### src/hw/rtl/bks_pkg.sv
// ----------------------------------------------------------------------------
// bks_pkg
// Shared types and constants for the box-kernel smoother.
// ----------------------------------------------------------------------------
package bks_pkg;

  localparam int unsigned DEPTH_DEF = 1024;
  localparam int unsigned LOC_W     = 32;
  localparam int unsigned VAL_W     = 32;
  localparam int unsigned BW_W      = 16;
  localparam int unsigned KIND_W    = 2;

  localparam logic [BW_W-1:0] BW_RESET = 16'd5;

  typedef enum logic [KIND_W-1:0] {
    KIND_LOAD  = 2'd0,
    KIND_QUERY = 2'd1,
    KIND_CLEAR = 2'd2
  } kind_t;

  typedef enum logic [2:0] {
    ST_IDLE,
    ST_SCAN,
    ST_DRAIN,
    ST_PREP,
    ST_INIT,
    ST_DIV,
    ST_DONE
  } state_t;

  // controller -> datapath
  typedef struct packed {
    logic load;
    logic clear;
    logic query_start;
    logic scan_rd;
    logic prep;
    logic div_init;
    logic div_step;
    logic out_load;
  } cmd_t;

  // datapath -> controller
  typedef struct packed {
    logic full;
    logic cnt_zero;
    logic scan_last;
    logic pipe_busy;
    logic div_last;
    logic out_free;
  } sts_t;

endpackage

### src/hw/rtl/bks_ctrl.sv
// ----------------------------------------------------------------------------
// bks_ctrl
// Sequencer: accepts items, runs the table scan and the divide per query.
// ----------------------------------------------------------------------------
module bks_ctrl (
  input  logic                        clk,
  input  logic                        rst,
  input  logic                        s_tvalid,
  input  logic [bks_pkg::KIND_W-1:0]  kind,
  output logic                        s_tready,
  input  bks_pkg::sts_t               sts,
  output bks_pkg::cmd_t               cmd
);

  bks_pkg::state_t state, state_next;
  logic            accept;

  always_ff @(posedge clk) begin
    if (rst) begin
      state <= bks_pkg::ST_IDLE;
    end else begin
      state <= state_next;
    end
  end

  assign s_tready = (state == bks_pkg::ST_IDLE);
  assign accept   = s_tvalid && s_tready;

  always_comb begin
    state_next = state;
    cmd        = '0;
    case (state)
      bks_pkg::ST_IDLE: begin
        if (accept) begin
          case (bks_pkg::kind_t'(kind))
            bks_pkg::KIND_LOAD: begin
              cmd.load = !sts.full;
            end
            bks_pkg::KIND_CLEAR: begin
              cmd.clear = 1'b1;
            end
            bks_pkg::KIND_QUERY: begin
              cmd.query_start = 1'b1;
              state_next      = sts.cnt_zero ? bks_pkg::ST_PREP : bks_pkg::ST_SCAN;
            end
            default: ;  // unused kind: dropped
          endcase
        end
      end
      bks_pkg::ST_SCAN: begin
        cmd.scan_rd = 1'b1;
        if (sts.scan_last) begin
          state_next = bks_pkg::ST_DRAIN;
        end
      end
      bks_pkg::ST_DRAIN: begin
        if (!sts.pipe_busy) begin
          state_next = bks_pkg::ST_PREP;
        end
      end
      bks_pkg::ST_PREP: begin
        cmd.prep   = 1'b1;
        state_next = bks_pkg::ST_INIT;
      end
      bks_pkg::ST_INIT: begin
        cmd.div_init = 1'b1;
        state_next   = bks_pkg::ST_DIV;
      end
      bks_pkg::ST_DIV: begin
        cmd.div_step = 1'b1;
        if (sts.div_last) begin
          state_next = bks_pkg::ST_DONE;
        end
      end
      bks_pkg::ST_DONE: begin
        if (sts.out_free) begin
          cmd.out_load = 1'b1;
          state_next   = bks_pkg::ST_IDLE;
        end
      end
      default: begin
        state_next = bks_pkg::ST_IDLE;
      end
    endcase
  end

endmodule

### config.mk
export PLATFORM = sky130hd
export DESIGN_NAME = bks_ctrl
export DESIGN_NICKNAME = d
export VERILOG_FILES = /design/src/hw/rtl/bks_pkg.sv /design/src/hw/rtl/bks_ctrl.sv
export SDC_FILE = /design/constraint.sdc
export NUM_CORES = 1
export LEC_CHECK = 0
export ABC_AREA = 1
export BUFFER_PORTS_ARGS = -buffer_cell sky130_fd_sc_hd__buf_2
export CAP_MARGIN = 20
export CORE_AREA = 5 5 42 44
export DETAILED_ROUTE_END_ITERATION = 16
export DIE_AREA = 0 0 47 49
export SYNTH_ARGS = -nofsm -noshare
export SYNTH_HDL_FRONTEND = slang
export SYNTH_SLANG_ARGS = --single-unit
export TNS_END_PERCENT = 1
### constraint.sdc
create_clock -name clk -period 3.46 [get_ports clk]
set_clock_uncertainty 0.1 [all_clocks]
set_input_delay 0.346 -clock clk [delete_from_list [all_inputs] [get_ports clk]]
set_output_delay 0.346 -clock clk [all_outputs]
set_load 0.01 [all_outputs]
==> impl_metrics.py, run 1 <==
metrics = {
    "power_and_ir_drop": {
        "ir_drop_v": 0.000225,
        "p_leak_nw": 0.282,
        "p_per_area_nw_per_um2": 653,
    },
    "floorplan": {
        "coreArea_sq_um": 1400,
        "die_h_um": 49,
        "pin_count": 20,
        "rows": 14,
        "dieArea_sq_um": 2300,
        "start_util_pct": 23.4,
        "fp.dieW_um": 47,
    },
    "grt": {
        "antenna_found_initial": 0,
        "grt_pass1_vias": 373,
        "grt_max_degree": 9,
        "groute.usage.overall_pct": 8.52,
        "grt.overflow.total": 0,
        "grt_pass1_wl_um": 1440,
    },
    "worst_hold_path": {
        "hold_class": "in2reg",
        "whs_endpoint": "state[2]",
        "min_from": "rst",
        "worstHoldPathCells": 2,
    },
    "clock_network": {
        "cts_resized": 0,
        "cts_hold_buf": 0,
        "root_buffer": "clkbuf_4",
        "cts_setup_buffers": 0,
        "clockBufferDepth": 2,
        "htree_levels": 1,
        "clk_latency_ps": 230,
        "numCtsBuffers": 3,
        "cts_tree": "built",
        "path_clk_slew_ps": 40,
        "cts_num_sinks": 3,
    },
    "final_layout": {
        "largest_reg_flops": 3,
        "most-common-layout-cells": "buf_2, nand2_1, nor2_1, inv_1",
        "syn_to_final_growth_pct": 43.1,
        "reg_top3": "state x3",
        "antenna_cells": 0,
        "fin_nets": 95,
        "drive_gt1_share_pct": 39.8,
        "regMostFlops": "state",
        "final_common_cell": "buf_2",
        "nFillCells": 181,
    },
    "detailed_routing": {
        "first_pass_iters": 4,
        "viasPerCell": 4.26,
        "vias": 422,
        "remaining_drc_errors": 0,
        "routedWlPerCell_um": 9.14,
        "final_antenna_net_count": 0,
        "drt-total-wl_um": 905,
        "drt_iter0_drc": 5,
    },
    "synth": {
        "syn_nets": 71,
        "synth_cell_type_count": 18,
        "synth.cell_area_sq_um": 328,
        "yosys.area.top_type": "dfxtp_1",
        "synthCells": 60,
        "ys_ff_latch": 3,
        "synth_warnings": 0,
        "synth_xor_area_share_pct": 0,
        "synth_top_area_share_pct": 18.3,
        "synthSimpleGateAreaFrac_pct": 60.3,
        "ys_seq_area_share_pct": 18.3,
        "synthTopCellsByArea": "dfxtp_1, nand2_1, nor2_1",
        "synth_top_family_by_area": "simple AND/OR/NAND/NOR gates",
        "synth_fa_ha_area_share_pct": 0,
        "synthMuxAreaShare_pct": 0,
        "syn_avg_cell_area_sq_um": 5.46,
        "synth_compound_area_share_pct": 6.49,
    },
    "timing": {
        "fin_setup_tns_ps": 0,
        "finalHoldViolations": 0,
        "fin_ws_ps": 1710,
        "rsz0062_at_grt": "false",
        "relSlewSlack_pct": 84.0,
        "fmax_mhz": 572,
        "setup_viol": 0,
        "maxSlewViolCount": 0,
        "tightestPinTransition_ps": 239,
        "min_period_ps": 1750,
        "finalCritPeriodShare_pct": 50.5,
    },
    "critical_path": {
        "reg2reg_slack_ps": 2140,
        "timing.rr.end": "state[0]",
        "crit_path_start_kind": "flip-flop",
        "crit_path_start": "state[2]",
        "endpoint_kind": "output port",
        "path_class": "reg2out",
        "cp.required_ps": 3010,
        "cp_max_fo": 7,
        "r2r_cells": 7,
        "r2r_start": "state[2]",
        "arrival_ps": 1300,
    },
    "placed_design": {
        "io_buffer_count": 19,
        "gp_congestion": 0.814,
        "post-dp-hpwl_um": 784,
        "post-place-ws_ps": 1950,
    },
    "run": {
        "cap_violations": 0,
    },
    "outcome": {
        "status": "complete, no violations",
    },
}
[worst max path at each step]
stage             end  slack [ps]  cells past startpoint
3_3_place_gp   cmd[7]        2000                      6
2_1_floorplan  cmd[7]        1950                      5
4_1_cts        cmd[6]        1700                      6
3_5_place_dp   cmd[6]        1950                      6
5_1_grt        cmd[7]        1570                      6
6_report       cmd[6]        1710                      6
[synth_stat cells (all sizes together)]
| master | count |
|---|---|
| or2 | 1 |
| a21oi | 1 |
| dfxtp | 3 |
| nor3 | 3 |
| o21ai | 2 |
| nor2 | 15 |
| nand3b | 1 |
| nand3 | 5 |
| a31oi | 1 |
| nor4 | 1 |
| nor3b | 1 |
| nand2 | 13 |
| inv | 13 |
[kinds of logic (layout without fill, tap and decap cells)]
logic type	count (synthesis)	in the layout
AO/OA/AOI/OAI	4	4
buffers and inverters	13	36
flip-flops	3	3
AND/OR/NAND/NOR	40	40
[critical path: stages, from the launching register on]
cell and delay, ps:
dfxtp_1 350, inv_2 140, nand3_2 110, inv_2 80, nand2_1 60, nor3b_1 170, buf_2 160
[metal layers]
layer	GRT usage, %	share of wire, %
met5	0	0
met4	2.76	0
met3	4.43	7.0
met2	11.8	47
met1	11.2	46
[report_power, final]
part | switching [mW] | total (mW) | internal (mW)
Combinational | 0.118 | 0.185 | 0.0676
Clock | 0.0178 | 0.0610 | 0.0432
Sequential | 0.0132 | 0.0598 | 0.0466
[stage by stage]
stage               std cells  instance area [sq um]  utilization, %  hold WS [ps]  total power, mW
CTS                        99                    469            33.5           206            0.311
global route               99                    469            33.5           218            0.342
detailed placement         95                    443            31.6           410            0.248
finish                     99                    469            33.5           208            0.306
global placement           95                    443            31.6           411            0.248
floorplan                  60                    328               -           315            0.196
[layout make-up]
type                    instances  area, sq um  area share, %
flip-flops and latches          3         60.1           12.8
multi-input cells              44          219           46.7
well taps                      16         20.0           4.27
repair buffers                 19         95.1           20.3
clock buffers                   4         26.3           5.60
inverters                      13         48.8           10.4
(Power assumes the default switching activity.)
==> run 2, diff against run 1 <==
Clock period 3.46 ns to 1.5 ns, I/O delays scaled along.
==> run 2 against run 1 <==
Net effect:
- clock-buffer cell count unchanged
- combinational power rose to 3.3 times the previous value
- register-to-register slack worse by 2000 ps
- core utilization up 7.1 points
- critical path depth unchanged
- global-route usage up 0.77 points
- non-clock buffer count up 6
- sequential share of layout area down 0.71 points
- cell count up 6.1%
- critical endpoint is now cmd[7]
- largest cell class unchanged
- highest routed layer unchanged
==> impl_metrics.py, run 2 (synthesis results as in run 1) <==
metrics = {
    "final_layout": {
        "fin_cells": 105,
        "multi_input_area_sq_um": 255,
        "fin_nets": 101,
        "final_common_cell": "buf_2",
        "most-common-layout-cells": "buf_2, nor2_1, nand2_1, inv_1, buf_4",
        "regMostFlops": "state",
        "syn_to_final_growth_pct": 73.7,
        "reg_top3": "state x3",
        "nFillCells": 162,
        "drive_gt1_share_pct": 51.7,
        "largest_reg_flops": 3,
        "final-seq-area_sq_um": 68.8,
        "antenna_cells": 0,
    },
    "detailed_routing": {
        "vias": 446,
        "first_pass_iters": 4,
        "routedWlPerCell_um": 9.52,
        "viasPerCell": 4.25,
        "drt-total-wl_um": 1000,
        "final_antenna_net_count": 0,
        "remaining_drc_errors": 0,
        "drt_iter0_drc": 13,
    },
    "floorplan": {
        "coreArea_sq_um": 1400,
        "fp.dieW_um": 47,
        "die_h_um": 49,
        "dieArea_sq_um": 2300,
        "pin_count": 20,
        "start_util_pct": 23.4,
        "rows": 14,
    },
    "timing": {
        "finalHoldViolations": 0,
        "maxSlewViolCount": 0,
        "finalCritPeriodShare_pct": 99.1,
        "rsz0062_at_grt": "true",
        "min_period_ps": 1490,
        "fmax_mhz": 673,
        "relSlewSlack_pct": 85.9,
        "tightestPinTransition_ps": 211,
        "setup_viol": 0,
        "whs_ps": 138,
    },
    "clock_network": {
        "clk_latency_ps": 230,
        "numCtsBuffers": 3,
        "htree_levels": 1,
        "root_buffer": "clkbuf_4",
        "cts_tree": "built",
        "cts_num_sinks": 3,
        "path_clk_slew_ps": 40,
        "clockBufferDepth": 2,
    },
    "critical_path": {
        "arrival_ps": 1240,
        "endpoint_kind": "output port",
        "cp_max_fo": 6,
        "path_class": "reg2out",
        "crit_path_start_kind": "flip-flop",
        "r2r_cells": 10,
        "reg2reg_slack_ps": 160,
        "r2r_start": "state[0]",
        "cp.required_ps": 1250,
        "timing.rr.end": "state[0]",
    },
    "grt": {
        "groute.usage.overall_pct": 9.28,
        "grt_max_degree": 7,
        "grt_pass1_wl_um": 1610,
        "antenna_found_initial": 0,
        "grt.overflow.total": 0,
        "grt_pass1_vias": 431,
    },
    "power_and_ir_drop": {
        "ir_drop_v": 0.000616,
        "p_leak_nw": 0.323,
        "p_per_area_nw_per_um2": 1560,
    },
    "placed_design": {
        "io_buffer_count": 19,
        "gp_congestion": 0.745,
        "post-dp-hpwl_um": 738,
        "dp_cells": 95,
    },
    "worst_hold_path": {
        "min_from": "sts[1]",
        "whs_endpoint": "state[2]",
        "worstHoldPathCells": 4,
        "hold_class": "in2reg",
    },
    "run": {
        "cap_violations": 0,
    },
    "outcome": {
        "status": "complete, no violations",
    },
}
-- run 2: critical path, stage by stage, from the launching register on --
cell	delay, ps
dfxtp_4	360
inv_4	60
nand3_4	70
inv_4	80
nand2_4	50
nor4_2	200
buf_2	180
-- run 2: stage by stage --
stage                     instance area, sq um  worst slack [ps]  power, mW  utilization [%]  setup TNS [ps]
after CTS                                  510              10.7      0.774             36.4               0
after floorplan                            328               186      0.453                -               0
after global routing                       569             -70.9      0.980             40.6           -70.9
after global placement                     443               198      0.572             31.6               0
final                                      569              13.5      0.886             40.6               0
after detailed placement                   443               174      0.569             31.6               0
-- run 2: where the power goes --
group	leakage, nW	switching (mW)	total (mW)	internal, mW
clock network	0.0150	0.0386	0.138	0.0995
logic	0.282	0.348	0.602	0.254
registers	0.0264	0.0286	0.146	0.117
-- run 2: worst max path at each step --
| stage | startpoint | endpoint | slack, ps | depth (start not counted) |
|---|---|---|---|---|
| finish | state[2] | cmd[7] | 10 | 6 |
| global route | state[2] | cmd[7] | -70 | 6 |
| CTS | state[1] | cmd[7] | 10 | 6 |
| detailed placement | state[2] | cmd[7] | 170 | 6 |
| global placement | state[2] | cmd[6] | 200 | 6 |
| floorplan | state[2] | cmd[7] | 190 | 5 |
-- run 2: final cells by class --
type | count | area share [%]
inverter | 13 | 9.89
timing repair buffer | 25 | 25.1
multi-input combinational | 44 | 44.8
clock buffer | 4 | 4.62
tap | 16 | 3.52
sequential | 3 | 12.1
-- run 2: per-layer routing --
metal | global-route usage (%) | wire (um)
met1 | 10.1 | 392
met3 | 1.48 | 55
met5 | 0 | 0
met2 | 15.8 | 552
met4 | 5.53 | 0
-- run 2: what timing repair did --
item / CTS / global route
hold endpoints to repair: 1 / 0
setup buffers: 4 / 1
resized for setup: 2 / 14
hold buffers: 1 / 0
pin swaps: 0 / 2
endpoints found under the setup margin: 2 / 4
